`config.mk`:
```
export PLATFORM = sky130hd
export DESIGN_NAME = hsv_to_rgb_converter
export DESIGN_NICKNAME = d
export VERILOG_FILES = /design/src/sv/hsv2rgb_pkg.sv /design/src/sv/hsv2rgb_sector.sv /design/src/sv/hsv2rgb_scale.sv /design/src/sv/hsv2rgb_divide.sv /design/src/sv/hsv_to_rgb_converter.sv
export VERILOG_INCLUDE_DIRS = /design/src /design/src/sv
export SDC_FILE = /design/constraint.sdc
export NUM_CORES = 2
export LEC_CHECK = 0
export BUFFER_PORTS_ARGS = -buffer_cell sky130_fd_sc_hd__buf_2
export CAP_MARGIN = 20
export CORE_UTILIZATION = 58
export CTS_CLUSTER_DIAMETER = 100
export DETAILED_ROUTE_END_ITERATION = 7
export PLACE_DENSITY = 0.74
export SYNTH_ARGS = -nofsm -noshare
export SYNTH_HDL_FRONTEND = slang
export SYNTH_HIERARCHICAL = 1
export SYNTH_SLANG_ARGS = --single-unit
```
`constraint.sdc`:
```
create_clock -name clk -period 7.55 [get_ports clk]
set_input_delay 1.51 -clock clk [delete_from_list [all_inputs] [get_ports clk]]
set_output_delay 1.51 -clock clk [all_outputs]
set_load 0.1 [all_outputs]
```
`src/sv/hsv_to_rgb_converter_defines.svh`:
```
// ---------------------------------------------------------------------------
// HSV to RGB converter assertion macros
// Concurrent assertion helpers for the converter RTL.
// ---------------------------------------------------------------------------
`ifndef HSV_TO_RGB_CONVERTER_DEFINES_SVH
`define HSV_TO_RGB_CONVERTER_DEFINES_SVH

`ifndef NO_ASSERTIONS
`define HSV_ASSERT_SAME(lbl, clock, rstn, ante, cons) \
	lbl: assert property (@(posedge clock) disable iff (!rstn) (ante) |-> (cons)) \
		else $error("HSV converter check failed");
`define HSV_ASSERT_NEXT(lbl, clock, rstn, ante, cons) \
	lbl: assert property (@(posedge clock) disable iff (!rstn) (ante) |=> (cons)) \
		else $error("HSV converter check failed");
`else
`define HSV_ASSERT_SAME(lbl, clock, rstn, ante, cons)
`define HSV_ASSERT_NEXT(lbl, clock, rstn, ante, cons)
`endif

`endif

```
`src/sv/hsv2rgb_pkg.sv`:
```
// ---------------------------------------------------------------------------
// HSV to RGB converter package
// Widths, constants and stage payload types shared by the pipeline.
// ---------------------------------------------------------------------------
package hsv2rgb_pkg;

	localparam int HUE_W       = 15;
	localparam int CHAN_W      = 8;
	localparam int SECTOR_SPAN = 3840;
	localparam int FULL_SCALE  = 255;
	localparam int PROD_SCALE  = FULL_SCALE * SECTOR_SPAN;
	localparam int FRAC_W      = $clog2(SECTOR_SPAN);
	localparam int SPAN_W      = $clog2(SECTOR_SPAN + 1);
	localparam int MAX_SECTOR  = ((2 ** HUE_W) - 1) / SECTOR_SPAN;
	localparam int SEC_CNT_W   = $clog2(MAX_SECTOR + 1);
	localparam int SF_W        = $clog2(PROD_SCALE + 1);
	localparam int PV_W        = 2 * CHAN_W;
	localparam int Y_W         = CHAN_W + SF_W;
	localparam int Y_SHIFT     = 8;
	localparam int Z_W         = Y_W - Y_SHIFT;
	localparam int DIV_REST    = PROD_SCALE / (2 ** Y_SHIFT);
	localparam int RECIP_N     = 32;
	localparam longint RECIP_M = ((64'd1 << RECIP_N) + DIV_REST - 1) / DIV_REST;
	localparam int RECIP_W     = 21;
	localparam int MP_W        = Z_W + RECIP_W;

	typedef enum logic [2:0] {
		SEC_RED_YELLOW,
		SEC_YELLOW_GREEN,
		SEC_GREEN_CYAN,
		SEC_CYAN_BLUE,
		SEC_BLUE_MAGENTA,
		SEC_MAGENTA_RED
	} sector_t;

	typedef struct packed {
		sector_t             sector;
		logic [FRAC_W-1:0]   frac;
		logic [CHAN_W-1:0]   sat;
		logic [CHAN_W-1:0]   val;
	} hsv2rgb_s1_t;

	typedef struct packed {
		sector_t             sector;
		logic [CHAN_W-1:0]   val;
		logic [SF_W-1:0]     sfq;
		logic [SF_W-1:0]     sft;
		logic [PV_W-1:0]     pv;
	} hsv2rgb_s2_t;

	typedef struct packed {
		sector_t             sector;
		logic [CHAN_W-1:0]   val;
		logic [Y_W-1:0]      yq;
		logic [Y_W-1:0]      yt;
		logic [CHAN_W-1:0]   p;
	} hsv2rgb_s3_t;

	typedef struct packed {
		sector_t             sector;
		logic [CHAN_W-1:0]   val;
		logic [CHAN_W-1:0]   p;
		logic [CHAN_W-1:0]   q;
		logic [CHAN_W-1:0]   t;
	} hsv2rgb_s4_t;

	function automatic logic [SEC_CNT_W-1:0] count_sectors(input logic [HUE_W-1:0] h);
		logic [SEC_CNT_W-1:0] n;
		n = '0;
		for (int k = 1; k <= MAX_SECTOR; k++) begin
			if (h >= HUE_W'(k * SECTOR_SPAN)) begin
				n = n + 1'b1;
			end
		end
		return n;
	endfunction

endpackage

```
`src/sv/hsv2rgb_sector.sv`:
```
// ---------------------------------------------------------------------------
// HSV to RGB sector split
// First stage: splits the hue into a sector and a position within it.
// ---------------------------------------------------------------------------
module hsv2rgb_sector (
	input  logic                                   clk,
	input  logic                                   arst_n,
	input  logic                                   in_valid,
	input  logic [hsv2rgb_pkg::HUE_W-1:0]          hue,
	input  logic [hsv2rgb_pkg::CHAN_W-1:0]         saturation,
	input  logic [hsv2rgb_pkg::CHAN_W-1:0]         brightness,
	output logic                                   valid_s1,
	output hsv2rgb_pkg::hsv2rgb_s1_t               data_s1
);
	import hsv2rgb_pkg::*;

	logic [SEC_CNT_W-1:0] sec_full;
	logic [HUE_W-1:0]     frac_full;
	sector_t              sector;

	always_comb begin
		sec_full  = count_sectors(hue);
		frac_full = hue - HUE_W'(sec_full * SECTOR_SPAN);
		if (sec_full >= SEC_CNT_W'(SEC_MAGENTA_RED)) begin
			sector = SEC_MAGENTA_RED;
		end else begin
			sector = sector_t'(sec_full[2:0]);
		end
	end

	always_ff @(posedge clk or negedge arst_n) begin
		if (!arst_n) begin
			valid_s1 <= 1'b0;
		end else begin
			valid_s1 <= in_valid;
		end
	end

	always_ff @(posedge clk) begin
		data_s1.sector <= sector;
		data_s1.frac   <= frac_full[FRAC_W-1:0];
		data_s1.sat    <= saturation;
		data_s1.val    <= brightness;
	end

endmodule

```
`src/sv/hsv2rgb_scale.sv`:
```
// ---------------------------------------------------------------------------
// HSV to RGB scaling products
// Second and third stages: saturation products, then value products and p.
// ---------------------------------------------------------------------------
module hsv2rgb_scale (
	input  logic                      clk,
	input  logic                      arst_n,
	input  logic                      valid_s1,
	input  hsv2rgb_pkg::hsv2rgb_s1_t  data_s1,
	output logic                      valid_s3,
	output hsv2rgb_pkg::hsv2rgb_s3_t  data_s3
);
	import hsv2rgb_pkg::*;

	logic             valid_s2;
	hsv2rgb_s2_t      data_s2;
	logic [SPAN_W-1:0] rest;
	logic [PV_W:0]    pv_inc;
	logic [PV_W:0]    p_sum;

	always_comb begin
		rest   = SPAN_W'(SECTOR_SPAN) - SPAN_W'(data_s1.frac);
		pv_inc = {1'b0, data_s2.pv} + 1'b1;
		p_sum  = pv_inc + (pv_inc >> CHAN_W);
	end

	always_ff @(posedge clk or negedge arst_n) begin
		if (!arst_n) begin
			valid_s2 <= 1'b0;
			valid_s3 <= 1'b0;
		end else begin
			valid_s2 <= valid_s1;
			valid_s3 <= valid_s2;
		end
	end

	always_ff @(posedge clk) begin
		data_s2.sector <= data_s1.sector;
		data_s2.val    <= data_s1.val;
		data_s2.sfq    <= SF_W'(data_s1.sat) * SF_W'(data_s1.frac);
		data_s2.sft    <= SF_W'(data_s1.sat) * SF_W'(rest);
		data_s2.pv     <= PV_W'(data_s1.val) * PV_W'(CHAN_W'(FULL_SCALE) - data_s1.sat);

		data_s3.sector <= data_s2.sector;
		data_s3.val    <= data_s2.val;
		data_s3.yq     <= Y_W'(data_s2.val) * Y_W'(SF_W'(PROD_SCALE) - data_s2.sfq);
		data_s3.yt     <= Y_W'(data_s2.val) * Y_W'(SF_W'(PROD_SCALE) - data_s2.sft);
		data_s3.p      <= p_sum[PV_W-1:CHAN_W];
	end

endmodule

```
`src/sv/hsv2rgb_divide.sv`:
```
// ---------------------------------------------------------------------------
// HSV to RGB constant division
// Fourth stage: divides the value products by the full product scale.
// ---------------------------------------------------------------------------
module hsv2rgb_divide (
	input  logic                      clk,
	input  logic                      arst_n,
	input  logic                      valid_s3,
	input  hsv2rgb_pkg::hsv2rgb_s3_t  data_s3,
	output logic                      valid_s4,
	output hsv2rgb_pkg::hsv2rgb_s4_t  data_s4
);
	import hsv2rgb_pkg::*;

	// Exact for every dividend below two to the power of the reduced width.
	localparam logic [RECIP_W-1:0] RECIP = RECIP_W'(RECIP_M);

	logic [MP_W-1:0] mq;
	logic [MP_W-1:0] mt;

	always_comb begin
		mq = MP_W'(data_s3.yq[Y_W-1:Y_SHIFT]) * MP_W'(RECIP);
		mt = MP_W'(data_s3.yt[Y_W-1:Y_SHIFT]) * MP_W'(RECIP);
	end

	always_ff @(posedge clk or negedge arst_n) begin
		if (!arst_n) begin
			valid_s4 <= 1'b0;
		end else begin
			valid_s4 <= valid_s3;
		end
	end

	always_ff @(posedge clk) begin
		data_s4.sector <= data_s3.sector;
		data_s4.val    <= data_s3.val;
		data_s4.p      <= data_s3.p;
		data_s4.q      <= mq[RECIP_N+CHAN_W-1:RECIP_N];
		data_s4.t      <= mt[RECIP_N+CHAN_W-1:RECIP_N];
	end

endmodule

```
`src/sv/hsv_to_rgb_converter.sv`:
```
// ---------------------------------------------------------------------------
// HSV to RGB converter
// Five-stage pipeline turning hue, saturation and value into 8-bit RGB.
// ---------------------------------------------------------------------------
// A pixel is transferred in when start is high and busy is low; busy is
// always low, so a new pixel may be offered on every clock cycle.
// Hue is in 1/64 degree units, saturation and brightness are 8-bit with
// 255 meaning full scale. Hues past the last sector are mapped to it.
// Each result appears on red, green and blue for exactly one cycle with
// strobe high after passing through all stages, one pixel per clock.
// The stages are sector split, saturation products,
// value products, reciprocal division and sector selection; the wide
// multipliers of the value products and the division set the clock period.
// Results leave in the order pixels entered. The receiver cannot stall,
// so no back-pressure exists and nothing is buffered beyond the stages.
// Asynchronous reset clears all stage valid bits, so no strobe follows
// reset until a new pixel has passed through.
// ---------------------------------------------------------------------------
`include "hsv_to_rgb_converter_defines.svh"

module hsv_to_rgb_converter (
	input  logic                               clk,
	input  logic                               arst_n,
	input  logic                               start,
	output logic                               busy,
	input  logic [hsv2rgb_pkg::HUE_W-1:0]      hue,
	input  logic [hsv2rgb_pkg::CHAN_W-1:0]     saturation,
	input  logic [hsv2rgb_pkg::CHAN_W-1:0]     brightness,
	output logic                               strobe,
	output logic [hsv2rgb_pkg::CHAN_W-1:0]     red,
	output logic [hsv2rgb_pkg::CHAN_W-1:0]     green,
	output logic [hsv2rgb_pkg::CHAN_W-1:0]     blue
);
	import hsv2rgb_pkg::*;

	logic              in_valid;
	logic              valid_s1;
	logic              valid_s3;
	logic              valid_s4;
	hsv2rgb_s1_t       data_s1;
	hsv2rgb_s3_t       data_s3;
	hsv2rgb_s4_t       data_s4;
	logic [CHAN_W-1:0] r_sel;
	logic [CHAN_W-1:0] g_sel;
	logic [CHAN_W-1:0] b_sel;

	assign busy     = 1'b0;
	assign in_valid = start && !busy;

	hsv2rgb_sector u_sector (
		.clk        (clk),
		.arst_n     (arst_n),
		.in_valid   (in_valid),
		.hue        (hue),
		.saturation (saturation),
		.brightness (brightness),
		.valid_s1   (valid_s1),
		.data_s1    (data_s1)
	);

	hsv2rgb_scale u_scale (
		.clk      (clk),
		.arst_n   (arst_n),
		.valid_s1 (valid_s1),
		.data_s1  (data_s1),
		.valid_s3 (valid_s3),
		.data_s3  (data_s3)
	);

	hsv2rgb_divide u_divide (
		.clk      (clk),
		.arst_n   (arst_n),
		.valid_s3 (valid_s3),
		.data_s3  (data_s3),
		.valid_s4 (valid_s4),
		.data_s4  (data_s4)
	);

	always_comb begin
		unique case (data_s4.sector)
			SEC_RED_YELLOW: begin
				r_sel = data_s4.val; g_sel = data_s4.t;   b_sel = data_s4.p;
			end
			SEC_YELLOW_GREEN: begin
				r_sel = data_s4.q;   g_sel = data_s4.val; b_sel = data_s4.p;
			end
			SEC_GREEN_CYAN: begin
				r_sel = data_s4.p;   g_sel = data_s4.val; b_sel = data_s4.t;
			end
			SEC_CYAN_BLUE: begin
				r_sel = data_s4.p;   g_sel = data_s4.q;   b_sel = data_s4.val;
			end
			SEC_BLUE_MAGENTA: begin
				r_sel = data_s4.t;   g_sel = data_s4.p;   b_sel = data_s4.val;
			end
			default: begin
				r_sel = data_s4.val; g_sel = data_s4.p;   b_sel = data_s4.q;
			end
		endcase
	end

	always_ff @(posedge clk or negedge arst_n) begin
		if (!arst_n) begin
			strobe <= 1'b0;
		end else begin
			strobe <= valid_s4;
		end
	end

	always_ff @(posedge clk) begin
		red   <= r_sel;
		green <= g_sel;
		blue  <= b_sel;
	end

	`HSV_ASSERT_SAME(a_latency, clk, arst_n, start && !busy, ##5 strobe)
	`HSV_ASSERT_SAME(a_value_present, clk, arst_n, strobe,
		red == $past(brightness, 5) || green == $past(brightness, 5) ||
		blue == $past(brightness, 5))
	`HSV_ASSERT_SAME(a_grey, clk, arst_n, strobe && $past(saturation, 5) == '0,
		red == $past(brightness, 5) && green == red && blue == red)

endmodule
```
# == Yosys cells after proc, flatten, opt, wreduce, memory -nomap -nowiden ==
# Cells that the tools add are included.
# classes
add_sub_neg,14
multipliers,8
order_cmp,9
n_eq_ne,4
n_mux,11
reduce_logical,5
# op_table
cell,count
"multiplier 20 x 19 -> 38 bit, second input constant",2
one-hot mux 8 bit (3 select lines),3
"greater-or-equal comparator 15 bit, second input constant",4
multiplier 8 x 28 -> 28 bit,2
"subtractor 20 x 20 -> 21 bit, first input constant",2
multiplier 8 x 12 -> 20 bit,2
"greater-or-equal comparator 15 x 14 -> 1 bit, second input constant",2
two-way mux 4 bit,7
"adder 4 x 1 -> 4 bit, second input constant",6
"adder 16 x 1 -> 17 bit, second input constant",1
adder 16 x 9 -> 16 bit,1
multiplier 8 x 16 -> 16 bit,1
"greater-or-equal comparator 15 x 12 -> 1 bit, second input constant",1
"greater-or-equal comparator 15 x 13 -> 1 bit, second input constant",1
subtractor 12 bit,1
"subtractor 12 bit, first input constant",1
"subtractor 8 x 8 -> 9 bit, first input constant",1
OR reduction 2 bit,4
"equality test 3 x 2 -> 1 bit, second input constant",2
"greater-or-equal comparator 4 x 3 -> 1 bit, second input constant",1
"multiplier 4 x 1 -> 4 bit, second input constant",1
"equality test 3 x 1 -> 1 bit, second input constant",1
"equality test 3 bit, second input constant",1
logical NOT 3 bit,1
other kinds (2),2
# word_totals
reg_bits,237
in_bits,34
output_inout_bits,26

# == Depth between registers and ports, before layout ==
# logic_depth
ltp_word,18
ltp_mapped,27

# == Modules after synthesis ==
# Netlist, hierarchy kept.
# modules_own_cells
module,n_inst,cells_each,area_per_inst_um2
hsv2rgb_scale,1,2607,23351.1
hsv2rgb_divide,1,1006,9902.0
hsv2rgb_sector,1,189,1858.0
hsv_to_rgb_converter,1,170,1577.8

# == Worst setup path after synthesis ==
# Ideal clock, no wire load.
# synth_timing
path_kind,input to register
startpoint,in hue[11] (netlist bit)
endpoint,reg u_sector/data_s1[27] (netlist name)
setup_time_ns,0.130
arrival_ns,6.241
t_required_ns,7.420
setup_slack_ns,1.180
path_stages,25
path_buffers,1
cell_sequence,and2_4 > a311o_1 > ha_1 > buf_2 > xnor2_1 > ha_1 > nor2b_1 > nor2_1 > xnor2_1 > a21oi_1 > ha_1 > mux2_1 > a211o_1 > xor2_1 > mux2i_1 > inv_1 > ha_1 > nand2_1 > xnor2_1 > xnor2_1 > xnor2_1 > ha_1 > a21oi_1 > xnor2_1 > xnor3_1
# synth_between
elab_chain_len,18
# synth_rtl
item,line_no,rtl
from (decl),hsv_to_rgb_converter.sv:26,"input logic [hsv2rgb_pkg::HUE_W-1:0] hue,"
greater-or-equal comparator 15 x 12 -> 1 bit,hsv2rgb_pkg.sv:71,if (h >= HUE_W'(k * SECTOR_SPAN)) begin
two-way mux 1 bit,hsv2rgb_pkg.sv:71,
adder 1 x 1 -> 2 bit,hsv2rgb_pkg.sv:72,n = n + 1'b1;
two-way mux 4 bit,hsv2rgb_pkg.sv:71,
adder 4 x 1 -> 4 bit,hsv2rgb_pkg.sv:72,
two-way mux 4 bit,hsv2rgb_pkg.sv:71,
adder 4 x 1 -> 4 bit,hsv2rgb_pkg.sv:72,
two-way mux 4 bit,hsv2rgb_pkg.sv:71,
(+3 left out),n/a,
two-way mux 4 bit,hsv2rgb_pkg.sv:71,
adder 4 x 1 -> 4 bit,hsv2rgb_pkg.sv:72,
two-way mux 4 bit,hsv2rgb_pkg.sv:71,
adder 4 x 1 -> 4 bit,hsv2rgb_pkg.sv:72,
two-way mux 4 bit,hsv2rgb_pkg.sv:71,
multiplier 4 x 1 -> 4 bit,hsv2rgb_sector.sv:23,frac_full = hue - HUE_W'(sec_full * SECTOR_SPAN);
subtractor 12 bit *,hsv2rgb_sector.sv:23,
via u_sector.frac_full[11],hsv2rgb_sector.sv:18,logic [HUE_W-1:0] frac_full;
# The timed path passes the listed nets; every way through them passes the cells marked *.
# A chain may end at the register's enable or synchronous reset.

# == Final worst setup path ==
# layout_timing
startpoint,reg u_scale/data_s2[36] (netlist bit)
endpoint,reg u_scale/data_s3[63] (netlist name)
# layout_between
elab_chain_len,2
# layout_rtl
item,line_no,rtl
from (decl),hsv2rgb_scale.sv:16,hsv2rgb_s2_t data_s2;
subtractor 20 x 20 -> 21 bit,hsv2rgb_scale.sv:46,data_s3.yq <= Y_W'(data_s2.val) * Y_W'(SF_W'(PROD_SCALE) - data_s2.sfq);
multiplier 8 x 28 -> 28 bit,hsv2rgb_scale.sv:46,
# No other way between the ends.

==> flow_metrics.py <==
metrics = {
    "place": {
        "portBuffers": 58,
        "globalplace.congestion": 0.8693,
        "dp_hpwl_mm": 61.25,
    },
    "setup_path": {
        "setup.worst_path.end_class": "flip-flop",
        "timing.reg2reg.worst_path_depth": 23,
        "critical_path.reg2reg.startpoint": "u_scale/data_s2[36]",
        "endpoint": "u_scale/data_s3[63]",
        "worstPathCellList": "inv_1 > ha_1 > a41oi_1 > or4_1 > and3_1 > xnor2_1 > nand2_1 > fa_1 > inv_1 > fa_1 > fa_1 > inv_1 > fa_1 > inv_1 > ha_1 > nand2_1 > nand2b_1 > o311ai_0 > nor3_1 > o31ai_2 > a211oi_1 > nor4_1 > a311oi_1",
        "crit_type": "flip-flop to flip-flop",
        "largest_fanout_on_the_critical_path": 11,
        "timing.critical_path.required_ns": 7.98,
        "worstSetupStartpoint": "u_scale/data_s2[36]",
        "slowest_stage_cell_cp": "sky130_fd_sc_hd__fa_1",
        "rrSetupSlack_ns": 0.90,
        "worst_path_largest_cell_delay_ns": 0.56,
        "critical_path.startpoint_type": "flip-flop",
        "arrival_ns": 7.08,
        "timing.rr.end": "u_scale/data_s3[63]",
    },
    "route": {
        "vias_per_cell": 5.242,
        "drt_first_iter_violations": 1305,
        "detail_route.wirelength_mm": 73.52,
        "ant_nets": 0,
        "residual_drc": 0,
        "route.vias.total": 25300,
        "drt_first_pass_iters": 7,
        "drt-wirelength-per-cell_microns": 15.23,
    },
    "timing": {
        "transition_at_the_pin_with_the_smallest_max_transition_slack_ns": 1.154,
        "timing.final.setup_violations": 0,
        "fmax_ghz": 0.1504,
        "finalHoldViolCount": 0,
        "slew_violations": 0,
        "clock_skew_ns": 0.04037,
        "finalWorstPathRequiredPeriod_ns": 6.649,
        "timing.max_slew.rel_slack_pct": 22.99,
        "rsz0062_at_grt": "false",
        "final.period_utilization_pct": 88.07,
        "fin_setup_tns_ns": 0,
    },
    "die": {
        "fp.coreArea_sq_mm": 0.06183,
        "horizontal_extent_of_the_die_microns": 252.2,
        "vert_die_dim_microns": 252.2,
        "placement_rows": 91,
        "initial_cell_density_of_the_core_pct": 58.75,
        "count_of_boundary_i_o_pins": 60,
        "die_area_sq_mm": 0.06363,
    },
    "synthesis": {
        "syn-instance-count": 3947,
        "syn_nets": 5105,
        "syn_area_sq_mm": 0.03632,
        "yosysWarnings": 6,
        "avgSynthCellArea_sq_um": 9.202,
    },
    "clock_network": {
        "clkSlewWorstSetupHoldPaths_ns": 0.06,
        "tritoncts": "built",
        "cts.repair.resized": 0,
        "clk_latency_ns": 0.59,
        "clock_sinks": 220,
        "cts_setup_buffers": 0,
        "cts_htree_levels": 1,
        "number_of_buffers_inserted_by_hold_repair_at_cts": 0,
        "clockRootBuffer": "sky130_fd_sc_hd__clkbuf_16",
        "ctsLongestPathBuffers": 3,
        "tritoncts.num_buffers": 28,
    },
    "grt": {
        "groute.layer.met3.usage_pct": 2.214,
        "track_usage_pct": 23.82,
        "grt_pass1_vias": 26050,
        "grt_use_met2_pct": 40.66,
        "grt_pass1_wl_mm": 125.3,
        "globalRouteMet1Util_pct": 33.27,
        "top_usage_layer": "met2",
        "pin_count_of_the_biggest_net_entering_global_routing": 60,
        "grt.overflow.total": 0,
        "grt_antenna_before_repair": 0,
    },
    "job": {
        "timing.max_cap.violations": 0,
    },
    "finish": {
        "fillCellCount": 5180,
        "area_growth_syn_to_layout_pct": 5.795,
        "num_antenna_cells": 0,
        "fin_nets": 5125,
        "layout-drive-gt1-share_pct": 4.387,
    },
    "status": {
        "status": "finished clean",
    },
    "worst_hold_path": {
        "worst_min_delay_path_class": "flip-flop to flip-flop",
    },
}
[flip-flops by register name, indices dropped and copies added (netlist names)]
signal,cells
u_sector/valid_s1,1
u_divide/valid_s4,1
u_sector/data_s1,31
u_scale/data_s2,66
u_scale/valid_s3,1
u_divide/data_s4,35
strobe,1
u_scale/valid_s2,1
blue,8
u_scale/data_s3,59
red,8
green,8
[worst min-delay path by stage]
| stage | start | slack (ns) | endpoint | cells past startpoint |
|---|---|---|---|---|
| finish | u_scale/data_s3[74] | 0.32 | u_divide/data_s4[34] | 0 |
| global route | u_scale/data_s2[64] | 0.33 | u_scale/data_s3[72] | 0 |
| CTS | u_scale/data_s3[74] | 0.32 | u_divide/data_s4[34] | 0 |
| detailed placement | u_scale/data_s2[65] | 0.31 | u_scale/data_s3[73] | 0 |
| global placement | u_scale/data_s3[3] | 0.31 | u_divide/data_s4[19] | 0 |
| floorplan | u_scale/data_s3[0] | 0.31 | u_divide/data_s4[16] | 0 |
[final cells by class]
| cell class | instances | area, sq um | share of cell area, % |
|---|---|---|---|
| clock inverters | 13 | 214.0 | 0.5568 |
| repair buffers | 84 | 485.5 | 1.263 |
| flip-flops and latches | 220 | 4432 | 11.53 |
| multi-input cells | 2711 | 28010 | 72.90 |
| well taps | 837 | 1047 | 2.725 |
| inverters | 922 | 3461 | 9.007 |
| clock buffers | 39 | 772.0 | 2.009 |
[cells in the final DEF, fill, tap and decap left out, types with 10 or more instances in the layout]
cell / instances
sky130_fd_sc_hd__o21bai_1: 12
sky130_fd_sc_hd__a21o_1: 45
sky130_fd_sc_hd__a21oi_1: 94
sky130_fd_sc_hd__dfxtp_1: 213
sky130_fd_sc_hd__ha_1: 581
sky130_fd_sc_hd__nor3_1: 26
sky130_fd_sc_hd__clkbuf_16: 28
sky130_fd_sc_hd__fa_1: 543
sky130_fd_sc_hd__buf_2: 58
sky130_fd_sc_hd__or3_1: 14
sky130_fd_sc_hd__a31oi_1: 12
sky130_fd_sc_hd__xor2_1: 64
sky130_fd_sc_hd__inv_1: 921
sky130_fd_sc_hd__nor2_1: 109
sky130_fd_sc_hd__nor2b_1: 46
sky130_fd_sc_hd__nand4_1: 16
sky130_fd_sc_hd__nand3_1: 49
sky130_fd_sc_hd__o21ai_1: 11
sky130_fd_sc_hd__mux2i_1: 10
sky130_fd_sc_hd__nand2b_1: 49
sky130_fd_sc_hd__buf_4: 26
sky130_fd_sc_hd__and3_1: 15
sky130_fd_sc_hd__xnor2_1: 125
sky130_fd_sc_hd__and2_1: 276
sky130_fd_sc_hd__a211oi_1: 12
sky130_fd_sc_hd__o21ai_0: 46
sky130_fd_sc_hd__nand2_1: 333
sky130_fd_sc_hd__o21a_1: 22
[metrics by stage]
step           util [%]  setup slack [ns]  cell area [sq um]  instances  hold slack, ns
6_report          62.15            0.9006              38420       4826          0.3221
2_1_floorplan         -             1.180              36320       3947          0.3096
3_3_place_gp      60.55            0.7067              37440       4774          0.3104
5_1_grt           62.15            0.3400              38420       4826          0.3273
3_5_place_dp      60.55            0.7147              37440       4774          0.3121
4_1_cts           62.15            0.8657              38420       4826          0.3205
[critical path, delay by kind of cell (launching register included)]
kind	cells	cell delay, ns
xor+xnor	1	0.53
fa+ha+maj	6	2.64
compound gates	5	1.17
buf+inv	4	0.31
flops	1	0.41
simple gates	7	1.43
[metal layers]
layer / wire, microns / vias to the layer above
met4: 1024 / 0
met5: 0 / -
met3: 3023 / 74
li1: - / 12340
met1: 34810 / 12410
met2: 34660 / 468
Power is left out: the tool's default activity adds up to more than one toggle a clock period on the data nets, which glitch-free logic cannot reach.
